[src/design/pdrc_pkg.sv]
// Shared types, constants and the checksum step for the packet deframer.
// Used by pdrc_front, pdrc_desc_fifo, pdrc_back and the top level.
package pdrc_pkg;

    // Reset value of the start-of-frame byte
    localparam logic [7:0] START_RESET = 8'd204;
    // Default largest payload in bytes (1 to 63)
    localparam int MAX_PAYLOAD_DEF = 32;
    // Width of a payload length or index; holds any length up to 63
    localparam int LEN_W = 6;
    // Accepted frames that may wait for the drain side (one payload buffer each)
    localparam int DESC_DEPTH = 2;
    localparam int DESC_CNT_W = $clog2(DESC_DEPTH + 1);

    // Descriptor of an accepted frame, handed from front to back
    typedef struct packed {
        logic [7:0]       id;
        logic [LEN_W-1:0] len;
        logic             bsel;
    } t_desc;

    // Payload memory write from the front
    typedef struct packed {
        logic             en;
        logic             bsel;
        logic [LEN_W-1:0] idx;
        logic [7:0]       data;
    } t_wr;

    // One checksum step: rotate right by one, then add the byte
    function automatic logic [7:0] sum_step(input logic [7:0] sum, input logic [7:0] b);
        logic [7:0] rot;
        rot = {sum[0], sum[7:1]};
        return rot + b;
    endfunction

endpackage

[src/design/packet_deframer_rotating_checksum.sv]
// Packet deframer with rotating 8-bit checksum, top level.
// Instantiates pdrc_front, pdrc_desc_fifo and pdrc_back; uses pdrc_pkg.
//
// Usage:
//   Slave stream carries one received byte per word. Frames are: start byte,
//   length (ID plus payload), ID, payload, unchecked tail, checksum. The start
//   byte is set through i_cfg_wr_en / i_cfg_wr_data (reset value 204).
//   Master stream gives the ID (tuser high) then the payload bytes, tlast on
//   the final word; frames with a bad checksum or oversize length give nothing.
// Throughput: one input word per cycle; the drain side gives one output word
//   per cycle, set by the single read port of the payload buffers.
// Output path: with the drain side idle, the descriptor is queued at the edge
//   that accepts the checksum word, and the output register is then loaded
//   with the ID.
// Stalls: two accepted frames may wait to drain, each in its own payload
//   buffer; while both are held, s_axis_tready is low. A stalled receiver
//   holds the output register and stops the drain.
// Reset: synchronous, active low; parser waits for a start byte, the queue
//   empties and the start byte returns to 204. Payload buffers need no clearing.
module packet_deframer_rotating_checksum #(
    parameter int MAX_PAYLOAD = pdrc_pkg::MAX_PAYLOAD_DEF
) (
    input  logic       i_clk,
    input  logic       i_rst_n,
    input  logic       i_cfg_wr_en,
    input  logic [7:0] i_cfg_wr_data,
    input  logic       s_axis_tvalid,
    output logic       s_axis_tready,
    input  logic [7:0] s_axis_tdata,   // [7:0] rx_byte
    output logic       m_axis_tvalid,
    input  logic       m_axis_tready,
    output logic [7:0] m_axis_tdata,   // [7:0] data
    output logic       m_axis_tuser,   // [0] is_id
    output logic       m_axis_tlast
);

    logic            fifo_full;
    logic            fifo_empty;
    logic            push;
    logic            pop;
    pdrc_pkg::t_desc desc_in;
    pdrc_pkg::t_desc desc_head;
    pdrc_pkg::t_wr   wr;

    pdrc_front #(
        .MAX_PAYLOAD (MAX_PAYLOAD)
    ) u_front (
        .i_clk         (i_clk),
        .i_rst_n       (i_rst_n),
        .i_cfg_wr_en   (i_cfg_wr_en),
        .i_cfg_wr_data (i_cfg_wr_data),
        .i_valid       (s_axis_tvalid),
        .o_ready       (s_axis_tready),
        .i_byte        (s_axis_tdata),
        .i_fifo_full   (fifo_full),
        .o_push        (push),
        .o_desc        (desc_in),
        .o_wr          (wr)
    );

    pdrc_desc_fifo u_fifo (
        .i_clk   (i_clk),
        .i_rst_n (i_rst_n),
        .i_push  (push),
        .i_desc  (desc_in),
        .i_pop   (pop),
        .o_full  (fifo_full),
        .o_empty (fifo_empty),
        .o_head  (desc_head)
    );

    pdrc_back #(
        .MAX_PAYLOAD (MAX_PAYLOAD)
    ) u_back (
        .i_clk      (i_clk),
        .i_rst_n    (i_rst_n),
        .i_wr       (wr),
        .i_head_vld (!fifo_empty),
        .i_head     (desc_head),
        .o_pop      (pop),
        .o_valid    (m_axis_tvalid),
        .i_ready    (m_axis_tready),
        .o_data     (m_axis_tdata),
        .o_is_id    (m_axis_tuser),
        .o_last     (m_axis_tlast)
    );

endmodule

[src/design/pdrc_front.sv]
// Front side of the deframer: parses received words, runs the checksum,
// writes payload bytes and queues a descriptor per good frame. Uses pdrc_pkg.
module pdrc_front #(
    parameter int MAX_PAYLOAD = pdrc_pkg::MAX_PAYLOAD_DEF
) (
    input  logic                i_clk,
    input  logic                i_rst_n,
    input  logic                i_cfg_wr_en,
    input  logic [7:0]          i_cfg_wr_data,
    input  logic                i_valid,
    output logic                o_ready,
    input  logic [7:0]          i_byte,
    input  logic                i_fifo_full,
    output logic                o_push,
    output pdrc_pkg::t_desc     o_desc,
    output pdrc_pkg::t_wr       o_wr
);

    localparam logic [7:0] LEN_LIMIT = 8'(MAX_PAYLOAD + 1);

    typedef enum logic [3:0] {
        FR_WAIT  = 4'b0001,
        FR_LEN   = 4'b0010,
        FR_BODY  = 4'b0100,
        FR_CHECK = 4'b1000
    } t_fr_state;

    t_fr_state                  r_state, n_state;
    logic [7:0]                 r_start_byte;
    logic [pdrc_pkg::LEN_W-1:0] r_len, n_len;
    logic [pdrc_pkg::LEN_W-1:0] r_count, n_count;
    logic                       r_id_seen, n_id_seen;
    logic [7:0]                 r_frame_id, n_frame_id;
    logic [7:0]                 r_sum, n_sum;
    logic                       r_wr_sel, n_wr_sel;
    logic                       accept;

    // Stall while both payload buffers wait to be drained
    assign o_ready = !i_fifo_full;
    assign accept  = i_valid && o_ready;

    assign o_desc.id   = r_frame_id;
    assign o_desc.len  = r_len;
    assign o_desc.bsel = r_wr_sel;

    // Parse one word
    always_comb begin
        n_state    = r_state;
        n_len      = r_len;
        n_count    = r_count;
        n_id_seen  = r_id_seen;
        n_frame_id = r_frame_id;
        n_sum      = r_sum;
        n_wr_sel   = r_wr_sel;
        o_push     = 1'b0;
        o_wr.en    = 1'b0;
        o_wr.bsel  = r_wr_sel;
        o_wr.idx   = r_count;
        o_wr.data  = i_byte;
        if (accept) begin
            unique case (r_state)
                FR_WAIT: begin
                    if (i_byte == r_start_byte) begin
                        n_sum     = '0;
                        n_id_seen = 1'b0;
                        n_count   = '0;
                        n_state   = FR_LEN;
                    end
                end
                FR_LEN: begin
                    // Length zero behaves as an ID-only frame
                    n_len = (i_byte == 8'd0) ? '0 : pdrc_pkg::LEN_W'(i_byte - 8'd1);
                    n_state = (i_byte > LEN_LIMIT) ? FR_WAIT : FR_BODY;
                end
                FR_BODY: begin
                    if (!r_id_seen) begin
                        n_frame_id = i_byte;
                        n_id_seen  = 1'b1;
                        n_sum      = pdrc_pkg::sum_step(r_sum, i_byte);
                    end else if (r_count >= r_len) begin
                        // Tail word, not checked
                        n_count   = '0;
                        n_id_seen = 1'b0;
                        n_state   = FR_CHECK;
                    end else begin
                        o_wr.en = 1'b1;
                        n_count = r_count + 1'b1;
                        n_sum   = pdrc_pkg::sum_step(r_sum, i_byte);
                    end
                end
                FR_CHECK: begin
                    if (r_sum == i_byte) begin
                        o_push   = 1'b1;
                        n_wr_sel = !r_wr_sel;
                        n_sum    = '0;
                    end
                    n_state = FR_WAIT;
                end
                default: n_state = FR_WAIT;
            endcase
        end
    end

    // Hold parser state
    always_ff @(posedge i_clk) begin
        if (!i_rst_n) begin
            r_state      <= FR_WAIT;
            r_start_byte <= pdrc_pkg::START_RESET;
            r_count      <= '0;
            r_id_seen    <= 1'b0;
            r_sum        <= '0;
            r_wr_sel     <= 1'b0;
        end else begin
            r_state   <= n_state;
            r_count   <= n_count;
            r_id_seen <= n_id_seen;
            r_sum     <= n_sum;
            r_wr_sel  <= n_wr_sel;
            if (i_cfg_wr_en) begin
                r_start_byte <= i_cfg_wr_data;
            end
        end
    end

    always_ff @(posedge i_clk) begin
        r_len      <= n_len;
        r_frame_id <= n_frame_id;
    end

endmodule

[src/design/pdrc_desc_fifo.sv]
// Short descriptor queue between the parsing front and the draining back.
// Uses pdrc_pkg for the descriptor type and depth.
module pdrc_desc_fifo (
    input  logic            i_clk,
    input  logic            i_rst_n,
    input  logic            i_push,
    input  pdrc_pkg::t_desc i_desc,
    input  logic            i_pop,
    output logic            o_full,
    output logic            o_empty,
    output pdrc_pkg::t_desc o_head
);

    localparam int PTR_W = $clog2(pdrc_pkg::DESC_DEPTH);

    pdrc_pkg::t_desc                r_mem [pdrc_pkg::DESC_DEPTH];
    logic [PTR_W-1:0]               r_wr_ptr, r_rd_ptr;
    logic [pdrc_pkg::DESC_CNT_W-1:0] r_count;

    assign o_full  = (r_count == pdrc_pkg::DESC_CNT_W'(pdrc_pkg::DESC_DEPTH));
    assign o_empty = (r_count == '0);
    assign o_head  = r_mem[r_rd_ptr];

    // Store entries
    always_ff @(posedge i_clk) begin
        if (i_push) begin
            r_mem[r_wr_ptr] <= i_desc;
        end
    end

    // Advance pointers and count
    always_ff @(posedge i_clk) begin
        if (!i_rst_n) begin
            r_wr_ptr <= '0;
            r_rd_ptr <= '0;
            r_count  <= '0;
        end else begin
            if (i_push) begin
                r_wr_ptr <= r_wr_ptr + 1'b1;
            end
            if (i_pop) begin
                r_rd_ptr <= r_rd_ptr + 1'b1;
            end
            unique case ({i_push, i_pop})
                2'b10:   r_count <= r_count + 1'b1;
                2'b01:   r_count <= r_count - 1'b1;
                default: r_count <= r_count;
            endcase
        end
    end

    a_no_push_full: assert property (@(posedge i_clk) disable iff (!i_rst_n)
        i_push |-> !o_full) else $error("descriptor pushed into full queue");
    a_no_pop_empty: assert property (@(posedge i_clk) disable iff (!i_rst_n)
        i_pop |-> !o_empty) else $error("descriptor popped from empty queue");

endmodule

[src/design/pdrc_back.sv]
// Back side of the deframer: holds the two payload buffers and drains one
// accepted frame at a time onto the output register. Uses pdrc_pkg.
module pdrc_back #(
    parameter int MAX_PAYLOAD = pdrc_pkg::MAX_PAYLOAD_DEF
) (
    input  logic            i_clk,
    input  logic            i_rst_n,
    input  pdrc_pkg::t_wr   i_wr,
    input  logic            i_head_vld,
    input  pdrc_pkg::t_desc i_head,
    output logic            o_pop,
    output logic            o_valid,
    input  logic            i_ready,
    output logic [7:0]      o_data,
    output logic            o_is_id,
    output logic            o_last
);

    localparam int IDX_W = (MAX_PAYLOAD > 1) ? $clog2(MAX_PAYLOAD) : 1;
    localparam int DEPTH = 2 ** (IDX_W + 1);

    typedef enum logic [1:0] {
        BK_IDLE = 2'b01,
        BK_DATA = 2'b10
    } t_bk_state;

    logic [7:0]                 r_mem [DEPTH];
    logic [7:0]                 r_rd_data;
    logic                       rd_en;
    logic [IDX_W:0]             rd_addr;
    t_bk_state                  r_state, n_state;
    logic [pdrc_pkg::LEN_W-1:0] r_idx, n_idx;
    logic                       r_valid, n_valid;
    logic [7:0]                 r_data, n_data;
    logic                       r_is_id, n_is_id;
    logic                       r_last, n_last;
    logic                       slot_free;

    assign o_valid   = r_valid;
    assign o_data    = r_data;
    assign o_is_id   = r_is_id;
    assign o_last    = r_last;
    assign slot_free = !r_valid || i_ready;

    // Payload buffers: one write, one registered read
    always_ff @(posedge i_clk) begin
        if (i_wr.en) begin
            r_mem[{i_wr.bsel, i_wr.idx[IDX_W-1:0]}] <= i_wr.data;
        end
        if (rd_en) begin
            r_rd_data <= r_mem[rd_addr];
        end
    end

    // Drain sequencer
    always_comb begin
        n_state = r_state;
        n_idx   = r_idx;
        n_valid = r_valid && !i_ready;
        n_data  = r_data;
        n_is_id = r_is_id;
        n_last  = r_last;
        o_pop   = 1'b0;
        rd_en   = 1'b0;
        rd_addr = {i_head.bsel, r_idx[IDX_W-1:0]};
        unique case (r_state)
            BK_IDLE: begin
                if (i_head_vld && slot_free) begin
                    n_valid = 1'b1;
                    n_data  = i_head.id;
                    n_is_id = 1'b1;
                    n_last  = (i_head.len == '0);
                    if (i_head.len == '0) begin
                        o_pop = 1'b1;
                    end else begin
                        rd_en   = 1'b1;
                        rd_addr = {i_head.bsel, {IDX_W{1'b0}}};
                        n_idx   = pdrc_pkg::LEN_W'(1);
                        n_state = BK_DATA;
                    end
                end
            end
            BK_DATA: begin
                // Read data for the word before r_idx is waiting
                if (slot_free) begin
                    n_valid = 1'b1;
                    n_data  = r_rd_data;
                    n_is_id = 1'b0;
                    n_last  = (r_idx == i_head.len);
                    if (r_idx == i_head.len) begin
                        o_pop   = 1'b1;
                        n_state = BK_IDLE;
                    end else begin
                        rd_en = 1'b1;
                        n_idx = r_idx + 1'b1;
                    end
                end
            end
            default: n_state = BK_IDLE;
        endcase
    end

    always_ff @(posedge i_clk) begin
        if (!i_rst_n) begin
            r_state <= BK_IDLE;
            r_valid <= 1'b0;
            r_idx   <= '0;
        end else begin
            r_state <= n_state;
            r_valid <= n_valid;
            r_idx   <= n_idx;
        end
    end

    always_ff @(posedge i_clk) begin
        r_data  <= n_data;
        r_is_id <= n_is_id;
        r_last  <= n_last;
    end

    a_drain_has_head: assert property (@(posedge i_clk) disable iff (!i_rst_n)
        (r_state == BK_DATA) |-> i_head_vld) else $error("draining without descriptor");
    a_idx_in_range: assert property (@(posedge i_clk) disable iff (!i_rst_n)
        (r_state == BK_DATA) |-> (r_idx != '0 && r_idx <= i_head.len))
        else $error("drain index out of range");
    a_pop_on_last: assert property (@(posedge i_clk) disable iff (!i_rst_n)
        o_pop |=> (r_valid && r_last)) else $error("frame released without last word");

endmodule

[config.mk]
export PLATFORM = sky130hd
export DESIGN_NAME = packet_deframer_rotating_checksum
export DESIGN_NICKNAME = d
export VERILOG_FILES = /design/src/design/pdrc_pkg.sv /design/src/design/packet_deframer_rotating_checksum.sv /design/src/design/pdrc_front.sv /design/src/design/pdrc_desc_fifo.sv /design/src/design/pdrc_back.sv
export SDC_FILE = /design/constraint.sdc
export NUM_CORES = 1
export LEC_CHECK = 0
export BUFFER_PORTS_ARGS = -buffer_cell sky130_fd_sc_hd__buf_2
export CAP_MARGIN = 20
export CORE_UTILIZATION = 41
export DETAILED_ROUTE_END_ITERATION = 6
export PLACE_DENSITY = 0.59
export SLEW_MARGIN = 20
export SYNTH_ARGS = -nofsm -noshare
export SYNTH_HDL_FRONTEND = slang
export SYNTH_SLANG_ARGS = --single-unit
[constraint.sdc]
create_clock -name i_clk -period 6.75 [get_ports i_clk]
set_input_delay 1.35 -clock i_clk [delete_from_list [all_inputs] [get_ports i_clk]]
set_output_delay 1.35 -clock i_clk [all_outputs]
set_load 0.005 [all_outputs]
==> Yosys cells after proc, flatten, opt, wreduce, memory -nomap -nowiden <==
Memory sizes are Yosys's and may differ from the RTL's. A register that Yosys moved wholly into a read port is not among the register bits.
Index checks and enable logic that the tools add are counted.
W data, S select, Z words.
{ "op_classes": {"n_bitwise": 1, "eq_ne": 22, "n_reduce_logical": 26, "order_cmp": 2, "n_mux": 66, "addsub": 8} }
{ "op_table": {"columns": ["op", "count"], "rows": [
  ["$mux W8", 6],
  ["$mux W6", 7],
  ["$mux W1", 29],
  ["$pmux W6 S2", 2],
  ["$pmux W8 S3", 1],
  ["$eq A8 B8 Y1", 2],
  ["$pmux W8 S2", 1],
  ["$mux W5", 3],
  ["$ne A2 B1 Y1 const B", 7],
  ["$add A6 B1 Y6 const B", 2],
  ["$mux W4", 3],
  ["$pmux W1 S2", 6],
  ["$pmux W4 S3", 1],
  ["$reduce_and A3 Y1", 4],
  ["$reduce_and A4 Y1", 3],
  ["$reduce_and A5 Y1", 2],
  ["$add A8 B8 Y8", 1],
  ["$gt A8 B6 Y1 const B", 1],
  ["$logic_not A8 Y1", 1],
  ["$mux W2", 4],
  ["$pmux W2 S2", 2],
  ["$eq A2 B2 Y1 const B", 3],
  ["$eq A6 B6 Y1", 1],
  ["$ge A6 B6 Y1", 1],
  ["21 further kinds", 32]
]} }
{ "word_totals": {"regBits": 65, "n_memories": 2, "input_bits": 21, "output_inout_bits": 12, "mem_bits_rw": 542, "wordCells": 144} }
{ "mem_list": {"columns": ["name", "depth", "word_bits", "rd", "rd_ports_with_merged_regs", "write_ports", "line", "source"], "rows": [
  ["u_back.r_mem", 64, 8, 1, 1, 1, "pdrc_back.sv:27", "logic [7:0] r_mem [DEPTH];"],
  ["u_fifo.r_mem", 2, 15, 1, 1, 1, "pdrc_desc_fifo.sv:16", "pdrc_pkg::t_desc r_mem [pdrc_pkg::DESC_DEPTH];"]
]} }

==> Logic depth before layout (Yosys ltp) <==
Gate-level depths: netlist of run 1.
{ "logic_depth": {"word_depth": 7, "mapped_depth": 11, "mapped_depth_nobuf": 9} }

==> By module <==
A second synthesis of run 1 with hierarchy kept.
{ "hier_totals": {"hier_cells": 1680, "area_unflattened_um2": 25401.9} }
{ "modules_own_cells": {"columns": ["mod", "cells_per_inst", "area_each_um2", "n_inst"], "rows": [
  ["pdrc_back", 1345, 21505.6, 1],
  ["pdrc_front", 265, 2596.2, 1],
  ["pdrc_desc_fifo", 69, 1296.2, 1],
  ["packet_deframer_rotating_checksum", 1, 3.8, 1]
]} }

==> Worst setup path before layout of run 1 <==
No wires, ideal clock.
{ "synth_path": {"kind": "input -> register", "start": "input s_axis_tdata[3]", "end": "memory u_fifo.r_mem[0][0] (netlist name), enable pin", "setup_slack_ns": 3.349, "t_arrival_ns": 3.015, "setup_time_ns": 0.386, "stages": 7, "path_cell_list": "clkbuf_1 > xor2_1 > nor4_1 > nand3_1 > nor2_1 > inv_1 > nor2_1"} }
{ "synth_via": {"elab_chain_len": 6} }
{ "synth_lines": {"columns": ["element", "line", "source"], "rows": [
  ["from (decl)", "packet_deframer_rotating_checksum.sv:29", "input logic [7:0] s_axis_tdata,"],
  ["$eq A8 B8 Y1", "pdrc_front.sv:92", "if (r_sum == i_byte) begin"],
  ["$mux W1", "pdrc_front.sv:92", null],
  ["$mux W1", "pdrc_front.sv:61", "unique case (r_state)"],
  ["$mux W1", "pdrc_front.sv:60", "if (accept) begin"],
  ["$mux W1", "pdrc_desc_fifo.sv:26", "if (i_push) begin"],
  ["$mux W1 (implied by the code)", "pdrc_desc_fifo.sv:27", "r_mem[r_wr_ptr] <= i_desc;"],
  ["to (decl)", "pdrc_desc_fifo.sv:16", null]
]} }
No other way between the ends.

==> Worst setup path in the final report of run 1 <==
{ "layout_path": {"start": "register u_front.r_len[0] (netlist name)", "end": "memory u_back.r_mem[92][7], in the netlist u_back.r_mem[46][7], enable pin"} }
{ "layout_via": {"elab_chain_len": 7} }
{ "layout_lines": {"columns": ["element", "line", "source"], "rows": [
  ["from (decl)", "pdrc_front.sv:30", "logic [pdrc_pkg::LEN_W-1:0] r_len, n_len;"],
  ["from (signal assigned)", "pdrc_front.sv:126", "r_len <= n_len;"],
  ["$ge A6 B6 Y1", "pdrc_front.sv:80", "end else if (r_count >= r_len) begin"],
  ["$mux W1", "pdrc_front.sv:80", null],
  ["$mux W1", "pdrc_front.sv:76", "if (!r_id_seen) begin"],
  ["$mux W1", "pdrc_front.sv:61", null],
  ["$mux W1", "pdrc_front.sv:60", null],
  ["$mux W1", "pdrc_back.sv:47", "if (i_wr.en) begin"],
  ["$mux W1 (implied by the code)", "pdrc_back.sv:48", "r_mem[{i_wr.bsel, i_wr.idx[IDX_W-1:0]}] <= i_wr.data;"],
  ["to (decl)", "pdrc_back.sv:27", null]
]} }
No other way between the ends.

==> results of run 1 <==
-- metal layers --
metal	vias to the layer above	global-route usage [%]	share of wire, %
met5	-	0	0
met1	6981	26.1	42
met4	0	6.56	3.0
li1	6122	-	-
met2	436	31.0	48
met3	123	5.05	6.8
-- state kept, by name, indices dropped and copies added (netlist names), named ones only --
name                  count
u_back.r_mem            512
u_fifo.r_mem             30
u_back.o_data             8
u_back.r_rd_data          8
u_front.r_frame_id        8
u_front.r_start_byte      8
u_front.r_sum             8
u_back.r_idx              6
u_front.r_count           6
u_front.r_len             6
u_front.r_state           4
u_back.r_state            2
u_fifo.r_count            2
u_back.o_is_id            1
u_back.o_last             1
u_back.o_valid            1
u_fifo.r_rd_ptr           1
u_fifo.r_wr_ptr           1
u_front.r_id_seen         1
u_front.r_wr_sel          1
-- Yosys cell counts, types with 4 or more instances --
cell type	number	area, sq um
nand2b_1	12	75.1
clkbuf_1	44	165
o41ai_2	7	114
o221ai_1	15	131
a311o_1	8	80.1
and2_1	12	75.1
buf_2	22	110
nor2_1	154	578
o2bb2ai_1	7	61.3
a21oi_1	36	180
mux4_2	83	1870
a211o_1	9	78.8
o22ai_1	7	43.8
o31ai_1	10	75.1
xor2_1	21	184
nor4_1	16	100
a2111oi_0	11	96.3
xnor2_1	24	210
nand3_1	21	105
or3_1	14	87.6
inv_1	23	86.3
o21a_1	4	30.0
nand2_1	64	240
nor3_1	12	60.1
edfxtp_1	574	17200
a221oi_1	7	61.3
ha_1	20	250
dfxtp_1	42	841
buf_1	13	48.8
nand3b_1	8	60.1
nor2b_1	26	163
a211oi_1	11	82.6
nand4_1	12	75.1
o21ai_1	4	20.0
mux2i_1	102	1020
o21ai_0	30	150
-- final cells by class --
cell class | count | area (sq um) | area share (%)
multi-input combinational | 814 | 6780 | 23.7
tap | 782 | 978 | 3.43
clock buffer | 80 | 1830 | 6.41
clock inverter | 37 | 457 | 1.60
inverter | 26 | 97.6 | 0.342
timing repair buffer | 52 | 310 | 1.09
antenna | 1 | 2.50 | 0.00877
sequential | 616 | 18100 | 63.4
-- critical path, stage by stage (launching register included) --
cell       delay (ps)
edfxtp_1          430
ha_1              310
nand2b_1          130
a2111oi_0         410
o31ai_1           260
or4_1             490
nor2_1            230
nand3_1           720
nor2_1            870
-- report_power, final --
group          internal [mW]  switching (mW)  leakage, nW
registers               4.23          0.0824         5.50
logic                  0.437           0.633         2.25
clock network           2.35            1.46         1.13
total                   7.02            2.17         8.87
-- cells in the final DEF (no fill, tap or decap), types with 11 or more instances in the layout --
cell	synthesis	layout
clkbuf_16	0	71
clkinv_1	0	11
o221ai_1	15	15
dfxtp_1	42	39
nor4_1	16	16
o21ai_0	30	30
or3_1	14	14
a211oi_1	11	11
clkinv_2	0	12
edfxtp_1	574	574
nor2_1	154	153
a2111oi_0	11	11
bufinv_16	0	11
nor2b_1	26	26
inv_1	23	23
mux2i_1	102	102
a21oi_1	36	36
nand3_1	21	21
nor3_1	12	12
nand2_1	64	64
buf_4	0	20
xor2_1	21	21
and2_1	12	12
buf_2	22	32
nand4_1	12	12
ha_1	20	20
nand2b_1	12	12
xnor2_1	24	24
mux4_2	83	83
-- worst max path at each step --
stage / cells after the start / slack (ps) / endpoint / from
6_report: 8 / 2530 / u_back.r_mem[46][7] / u_front.r_len[0]
3_5_place_dp: 9 / 2420 / u_front.r_sum[5] / s_axis_tdata[6]
4_1_cts: 8 / 2570 / u_back.r_mem[47][1] / u_front.r_len[0]
5_1_grt: 9 / 2300 / u_back.r_mem[55][7] / u_front.r_count[0]
3_3_place_gp: 6 / 2460 / u_back.r_mem[14][4] / s_axis_tvalid
2_1_floorplan: 7 / 3350 / u_fifo.r_mem[0][0] / s_axis_tdata[3]
-- cell families after synthesis --
group / share of synthesized area [%]
flops: 71.4
simple gates: 7.09
compound gates: 5.50
mux: 11.6
buf+inv: 1.80
xor+xnor: 1.56
fa+ha+maj: 1.07
==> metrics.yaml, run 1 <==
status:
  status: "completed"
final_layout:
  post-route-util_pct: 47.0
  fin_area_sq_um: 28500
  area_delta_synth_final_pct: 12.8
  layout-drive-gt1-share_pct: 16.1
  finalNonFillerCells: 2408
  n_fill_cell: 5091
  finalNetCount: 1618
drt:
  routed_wl_mm: 60.1
  wl_per_cell_microns: 25.0
  first_pass_iters: 5
  via_per_inst: 5.67
  drc_errors: 0
  antenna_left: 0
  drt_iter0_markers: 1181
  vias: 13700
floorplan:
  core_sq_um: 60700
  boundaryPins: 33
  start_util_pct: 41.7
  die_y_microns: 250
  fp.dieW_microns: 250
  row_count: 90
  fp.dieArea_sq_um: 62700
setup_path:
  critical_path_class: "register to register"
  crit_fanout: 8
  r2r_slack_ps: 2530
  reg2reg_to: "u_back.r_mem[46][7]"
  required_ps: 6980
  reg2reg_depth: 8
  endpoint_kind: "register"
  startpoint_type: "register"
  r2r-start: "u_front.r_len[0]"
  arrival_ps: 4440
timing:
  hold-worst-slack_ps: 449
  finalCritPeriodShare_pct: 62.5
  setup_viol: 0
  max-slew-margin-rel_pct: 31.8
  maxSlewViolCount: 0
  period_needed_ps: 4220
  layout_setup_ws_ps: 2530
  rsz0062_at_grt: "no"
  hold_viol: 0
  skew_ps: 17.4
  tns_ps: 0
  tightest_slew_ps: 1020
  fmax_mhz: 237
clocking:
  cts_made_buffers: 66
  htree_levels: 3
  cts.path.max_buffers: 3
  clkTransAtPathRegs_ps: 60
  cts_setup_buffers: 0
  post_cts_resized: 0
  clockRootBuffer: "clkbuf_16"
  clock_latency_ps: 590
  clkSinkCount: 616
  postCtsHoldBufs: 0
  cts_tree: "built"
synthesis:
  syn_inst: 1538
  syn-cell-area_sq_um: 25300
  synth_fp_nets: 1580
  synth_seq_area_share_pct: 71.4
  yosysWarnings: 0
  async_flop_share_pct: 0
  synth_cell_type_count: 67
  syn_avg_cell_area_sq_um: 16.5
  synth_edf_count: 574
  ys_seq_elements: 616
  synth_top_flop_cell: "edfxtp_1"
global_route:
  overflow: 0
  grt_pass1_wl_mm: 90.4
  grt_antenna_before_repair: 1
  grtUsageTotal_pct: 19.5
  grt_max_degree: 71
  first_global_vias: 14100
min_path:
  hold_path.class: "register to register"
  hp-start: "u_front.r_frame_id[6]"
  hold_path_depth: 0
  hold_end: "u_fifo.r_mem[1][13]"
placement:
  dp_hpwl_mm: 37.3
  place_area_sq_um: 26300
  port_buffers: 32
  gp_congestion: 0.808
  dpl.cell_count: 2290
  pre_cts_slack_ps: 2420
power:
  power.density_nw_per_um2: 322
  leakagePower_nw: 8.87
  total_power_mw: 9.19
  vdd_drop_max_mv: 0.250
job:
  drv_cap: 0
Note: power is estimated with default switching activity, not from simulation.
==> run 2: changes to the inputs <==
--- a/config.mk
+++ b/config.mk
@@ -9,7 +9,7 @@
 export CAP_MARGIN = 20
 export CORE_UTILIZATION = 41
 export DETAILED_ROUTE_END_ITERATION = 6
-export PLACE_DENSITY = 0.59
+export PLACE_DENSITY = 0.61
 export SLEW_MARGIN = 20
 export SYNTH_ARGS = -nofsm -noshare
 export SYNTH_HDL_FRONTEND = slang
==> constraint.sdc (replaced) <==
create_clock -name i_clk -period 3.6 [get_ports i_clk]
set_input_delay 0.72 -clock i_clk [delete_from_list [all_inputs] [get_ports i_clk]]
set_output_delay 0.72 -clock i_clk [all_outputs]
set_load 0.005 [all_outputs]
==> metrics.yaml, run 2 (same netlist as run 1, synthesis figures left out) <==
clocking:
  postCtsHoldBufs: 0  # unchanged
  clkSinkCount: 616  # unchanged
  cts_made_buffers: 61  # -7.6%
  clockRootBuffer: "clkbuf_16"
  clkTransAtPathRegs_ps: 60  # about the same
  cts_tree: "built"
  cts.path.max_buffers: 3  # unchanged
  cts_setup_buffers: 0  # unchanged
  htree_levels: 2  # -1
  clock_latency_ps: 630  # +40 ps
power:
  p_sw_mw: 4.11  # +90%
  pwr-share-clk_pct: 39.3  # -2.1 points
  p_seq_share_pct: 48.0  # +1.1 points
  p_sw_share_pct: 24.5  # +0.91 points
  p_int_mw: 12.7  # +80%
  power.density_nw_per_um2: 574  # +78%
  leakagePower_nw: 9.36  # +5.4%
  power_frac_comb_pct: 12.8  # +1.2 points
  vdd_drop_max_mv: 0.397  # +59%
global_route:
  grt_pass1_wl_mm: 97.5  # +7.8%
  grt_max_degree: 67  # -5.6%
  grt_antenna_before_repair: 2  # +1
  overflow: 0  # unchanged
  grtUsageTotal_pct: 21.2  # +1.7 points
  first_global_vias: 14700  # +4.4%
final_layout:
  finalNonFillerCells: 2508  # +4.2%
  largest-register: "u_back.r_mem"
  layout_common_cells: "edfxtp_1 (574), nor2_1 (151), buf_4 (117)"
  area_delta_synth_final_pct: 15.3
  layout_commonest_cell: "edfxtp_1"
  layout-drive-gt1-share_pct: 21.0  # +5.0 points
  largest_register_ffs: 512  # unchanged
  register_area_sq_um: 18100  # unchanged
  top_regs: "u_back.r_mem (512), u_fifo.r_mem (30)"
  finalNetCount: 1716  # +6.1%
  n_fill_cell: 4999  # -1.8%
  multiInputGateArea_sq_um: 6780  # about the same
drt:
  routed_wl_mm: 65.8  # +9.4%
  wl_per_cell_microns: 26.2  # +5.0%
  via_per_inst: 5.79  # +2.0%
  antenna_left: 0  # unchanged
  first_pass_iters: 5  # unchanged
  drc_errors: 0  # unchanged
  drt_iter0_markers: 1525  # +29%
  vias: 14500  # +6.3%
floorplan:
  fp.dieW_microns: 250  # unchanged
  row_count: 90  # unchanged
  fp.dieArea_sq_um: 62700  # unchanged
  core_sq_um: 60700  # unchanged
  boundaryPins: 33  # unchanged
  die_y_microns: 250  # unchanged
  start_util_pct: 41.7  # unchanged
timing:
  fmax_mhz: 287  # +21%
  max-slew-margin-rel_pct: 29.6  # -2.2 points
  maxSlewViolCount: 0  # unchanged
  hold-worst-slack_ps: 331  # -119 ps
  period_needed_ps: 3490  # -730 ps
  rsz0062_at_grt: "yes"
  hold_viol: 0  # unchanged
  tightest_slew_ps: 1060  # +32.9 ps
  finalCritPeriodShare_pct: 96.8  # +34 points
  skew_ps: 19.7  # +2.33 ps
  setup_viol: 0  # unchanged
status:
  status: "completed"
job:
  drv_cap: 0  # unchanged
setup_path:
  endpoint_kind: "register"
  startpoint_type: "register"
  reg2reg_depth: 11  # +3
  arrival_ps: 3800  # -640 ps
  critical_path_class: "register to register"
  r2r_slack_ps: 110  # -2420 ps
  r2r-start: "u_front.r_count[0]"
  reg2reg_to: "u_back.r_mem[30][4]"
  required_ps: 3920  # -3060 ps
  crit_fanout: 8  # unchanged
min_path:
  hold_path_depth: 3  # +3
  hold_path.class: "input port to register"
  hp-start: "i_cfg_wr_data[7]"
  hold_end: "u_front.r_start_byte[7]"
placement:
  gp_congestion: 0.923  # +14%
  dp_hpwl_mm: 43.0  # +15%
  port_buffers: 32  # unchanged
  dpl.cell_count: 2393  # +4.5%
==> run 2: cell count changes in the layout (fill, tap and decap cells not counted), sizes merged <==
cell	change
buf	+103
clkbuf	-9
clkinv	+4
clkinvlp	+3
bufinv	-2
inv	+1
==> run 2: final cells by class <==
cell class / count / share of cell area, %
Clock buffer: 71 / 5.57
Multi-Input combinational cell: 814 / 23.2
Tap cell: 782 / 3.35
Inverter: 26 / 0.334
Clock inverter: 43 / 1.56
Timing Repair Buffer: 155 / 3.97
Sequential cell: 616 / 62.0
Antenna cell: 1 / 0.00857
==> run 2: power groups by stage <==
| stage | registers, mW | logic, mW | clock network, mW |
|---|---|---|---|
| floorplan | 8.12 | 1.40 | 0 |
| global placement | 8.19 | 2.14 | 0 |
| finish | 8.04 | 2.14 | 6.58 |
| CTS | 8.04 | 2.14 | 6.68 |
| detailed placement | 8.20 | 2.13 | 0 |
| global route | 8.05 | 2.28 | 6.94 |
==> run 2: repair_timing <==
item,4_1_cts,5_1_grt
setup endpoints to repair,0,40
resized for setup,0,3
hold endpoints to repair,0,0
==> run 2: worst max path at each step <==
stage | start | endpoint | cells after the start
2_1_floorplan | u_front.r_count[0] | u_back.r_mem[55][0] | 9
3_3_place_gp | u_front.r_count[0] | u_back.r_mem[38][0] | 9
3_5_place_dp | u_front.r_count[0] | u_back.r_mem[38][6] | 9
4_1_cts | u_front.r_count[0] | u_back.r_mem[44][4] | 9
5_1_grt | u_front.r_count[0] | u_back.r_mem[30][4] | 11
6_report | u_front.r_count[0] | u_back.r_mem[30][4] | 11
==> run 2: layer usage <==
metal,global-route usage [%],up-vias,share of wire [%]
li1,-,6316,-
met1,28.7,7498,42
met4,6.80,0,2.8
met2,35.5,588,49
met5,0,-,0
met3,2.81,119,6.3
==> run 2: metrics by stage <==
stage / utilization, % / total power, mW / area, sq um / setup WS [ps] / TNS (ps)
floorplan: - / 9.51 / 25300 / 581 / 0
global placement: 44.6 / 10.3 / 27100 / 73.1 / 0
detailed placement: 44.6 / 10.3 / 27100 / 136 / 0
CTS: 48.1 / 16.9 / 29200 / 111 / 0
global route: 48.1 / 17.3 / 29200 / -41.0 / -784
finish: 48.1 / 16.8 / 29200 / 114 / 0
==> run 2: critical path: stages, from the launching register on <==
cell       delay [ps]
dfxtp_1           430
inv_2              70
ha_1              260
nand2b_1          140
a2111oi_0         430
o31ai_1           160
or4_1             470
nor2_1            230
nand3_1           350
buf_4             320
nor2_1            130
buf_4             190
==> run 3: changes to the inputs <==
--- a/config.mk
+++ b/config.mk
@@ -7,10 +7,11 @@
 export LEC_CHECK = 0
 export BUFFER_PORTS_ARGS = -buffer_cell sky130_fd_sc_hd__buf_2
 export CAP_MARGIN = 20
+export CELL_PAD_IN_SITES_DETAIL_PLACEMENT = 0
+export CELL_PAD_IN_SITES_GLOBAL_PLACEMENT = 1
 export CORE_UTILIZATION = 41
 export DETAILED_ROUTE_END_ITERATION = 6
-export PLACE_DENSITY = 0.61
-export SLEW_MARGIN = 20
+export PLACE_DENSITY = 0.68
 export SYNTH_ARGS = -nofsm -noshare
 export SYNTH_HDL_FRONTEND = slang
 export SYNTH_SLANG_ARGS = --single-unit
==> metrics.yaml, run 3 (same netlist as run 1, synthesis figures left out) <==
final_layout:
  finalNetCount: 1713  # -0.17%
  layout-drive-gt1-share_pct: 20.8  # -0.27 points
  top_regs: "u_back.r_mem (512), u_fifo.r_mem (30)"
  largest_register_ffs: 512  # unchanged
  n_fill_cell: 5050  # +1.0%
  area_delta_synth_final_pct: 15.6
  largest-register: "u_back.r_mem"
  multiInputGateArea_sq_um: 6780  # -0.11%
  finalNonFillerCells: 2505  # -0.12%
  layout_commonest_cell: "edfxtp_1"
  n_antenna_cell: 0  # -1
  register_area_sq_um: 18100  # unchanged
  layout_common_cells: "edfxtp_1 (574), nor2_1 (154), buf_4 (112)"
floorplan:
  row_count: 90  # unchanged
  fp.dieW_microns: 250  # unchanged
  boundaryPins: 33  # unchanged
  die_y_microns: 250  # unchanged
  fp.dieArea_sq_um: 62700  # unchanged
  core_sq_um: 60700  # unchanged
  start_util_pct: 41.7  # unchanged
clocking:
  htree_levels: 2  # unchanged
  cts_tree: "built"
  postCtsHoldBufs: 0  # unchanged
  clockRootBuffer: "clkbuf_16"
  clkTransAtPathRegs_ps: 60  # about the same
  clock_latency_ps: 630  # about the same
  cts_setup_buffers: 0  # unchanged
  cts_made_buffers: 60  # -1.6%
  cts.path.max_buffers: 3  # unchanged
  clkSinkCount: 616  # unchanged
  post_cts_resized: 0  # unchanged
timing:
  finalCritPeriodShare_pct: 92.8  # -4.0 points
  fmax_mhz: 299  # +4.3%
  rsz0062_at_grt: "no"
  hold_viol: 0  # unchanged
  skew_ps: 22.5  # +2.76 ps
  max-slew-margin-rel_pct: 32.1  # +2.5 points
  tightest_slew_ps: 1010  # -41.1 ps
  tns_ps: 0  # unchanged
  setup_viol: 0  # unchanged
  period_needed_ps: 3340  # -145 ps
  maxSlewViolCount: 0  # unchanged
setup_path:
  endpoint_kind: "register"
  crit_fanout: 8  # unchanged
  critical_path_class: "register to register"
  startpoint_type: "register"
  reg2reg_depth: 11  # unchanged
  arrival_ps: 3680  # -120 ps
  required_ps: 3940  # +20 ps
  reg2reg_to: "u_back.r_mem[48][6]"
  r2r_slack_ps: 260  # +140 ps
  r2r-start: "u_front.r_count[0]"
global_route:
  met2_usage_pct: 33.2  # -2.3 points
  grt_max_degree: 68  # +1.5%
  overflow: 0  # unchanged
  grt_antenna_before_repair: 3  # +1
  grt_pass1_wl_mm: 95.9  # -1.6%
  globalRoute.busiestLayer: "met2"
  use_met1_pct: 29.1  # +0.40 points
  use_met3_pct: 3.35  # +0.54 points
  first_global_vias: 14200  # -3.0%
  grtUsageTotal_pct: 20.8  # -0.39 points
placement:
  dpl.cell_count: 2391  # -0.084%
  port_buffers: 32  # unchanged
  dp_hpwl_mm: 41.3  # -3.8%
  gp_congestion: 0.931  # +0.93%
power:
  vdd_drop_max_mv: 0.312  # -22%
  leakagePower_nw: 9.37  # +0.15%
  p_int_mw: 12.9  # +1.9%
  power_frac_comb_pct: 13.0  # +0.2 points
  p_sw_share_pct: 24.2  # -0.30 points
  p_seq_share_pct: 47.2  # -0.8 points
  p_sw_mw: 4.12  # +0.23%
  power.density_nw_per_um2: 581  # +1.2%
  pwr-share-clk_pct: 39.8  # +0.5 points
drt:
  wl_per_cell_microns: 25.9  # -1.2%
  drt_iter0_markers: 1278  # -16%
  first_pass_iters: 5  # unchanged
  routed_wl_mm: 64.9  # -1.3%
  antenna_left: 0  # unchanged
  drc_errors: 0  # unchanged
  via_per_inst: 5.70  # -1.6%
  vias: 14300  # -1.7%
min_path:
  hold_path_depth: 3  # unchanged
  hold_path.class: "input port to register"
  hold_end: "u_front.r_start_byte[2]"
  hp-start: "i_cfg_wr_data[2]"
status:
  status: "completed"
job:
  drv_cap: 0  # unchanged
[run 3: critical path, cell delays in order (launching register included)]
cell	delay (ps)
dfxtp_1	430
inv_2	60
ha_1	270
nand2b_1	140
a2111oi_0	420
o31ai_1	170
or4_1	480
nor2_1	260
nand2_1	240
buf_12	210
nor2_1	150
buf_4	220
[run 3: layout make-up]
type / count / area share [%]
clock buffer: 77 / 5.63
clock inverter: 37 / 1.71
inverter: 26 / 0.333
multi-input combinational: 814 / 23.1
sequential: 616 / 61.8
tap: 782 / 3.34
timing repair buffer: 153 / 4.04
[run 3: layer usage]
layer | share of wire (%) | wire [microns]
met1 | 44 | 28300
met2 | 48 | 30800
met3 | 5.9 | 3800
met4 | 3.1 | 1980
met5 | 0 | 0
[run 3: worst max-delay path by stage]
stage / from / cells past startpoint / slack [ps] / end
floorplan: u_front.r_count[0] / 9 / 580 / u_back.r_mem[55][0]
global placement: u_front.r_count[0] / 11 / 330 / u_back.r_mem[48][1]
detailed placement: u_front.r_count[0] / 11 / 280 / u_back.r_mem[48][7]
CTS: u_front.r_count[0] / 11 / 270 / u_back.r_mem[48][6]
global route: u_front.r_count[0] / 11 / 120 / u_back.r_mem[48][2]
finish: u_front.r_count[0] / 11 / 260 / u_back.r_mem[48][6]
[run 3: power by group through the flow]
stage               logic [mW]  registers [mW]  clock network, mW
floorplan                 1.40            8.12                  0
global placement          2.21            8.18                  0
detailed placement        2.21            8.19                  0
CTS                       2.22            8.03               6.88
global route              2.35            8.04               7.17
finish                    2.20            8.03               6.78
[run 3: metrics by stage]
step	setup slack (ps)	area [sq um]	util (%)	power [mW]	hold WS, ps
final	259	29300	48.2	17.0	319
after global routing	119	29300	48.2	17.6	298
after CTS	274	29300	48.2	17.1	290
after detailed placement	284	27100	44.7	10.4	431
after global placement	330	27100	44.7	10.4	424
after floorplan	581	25300	-	9.51	421
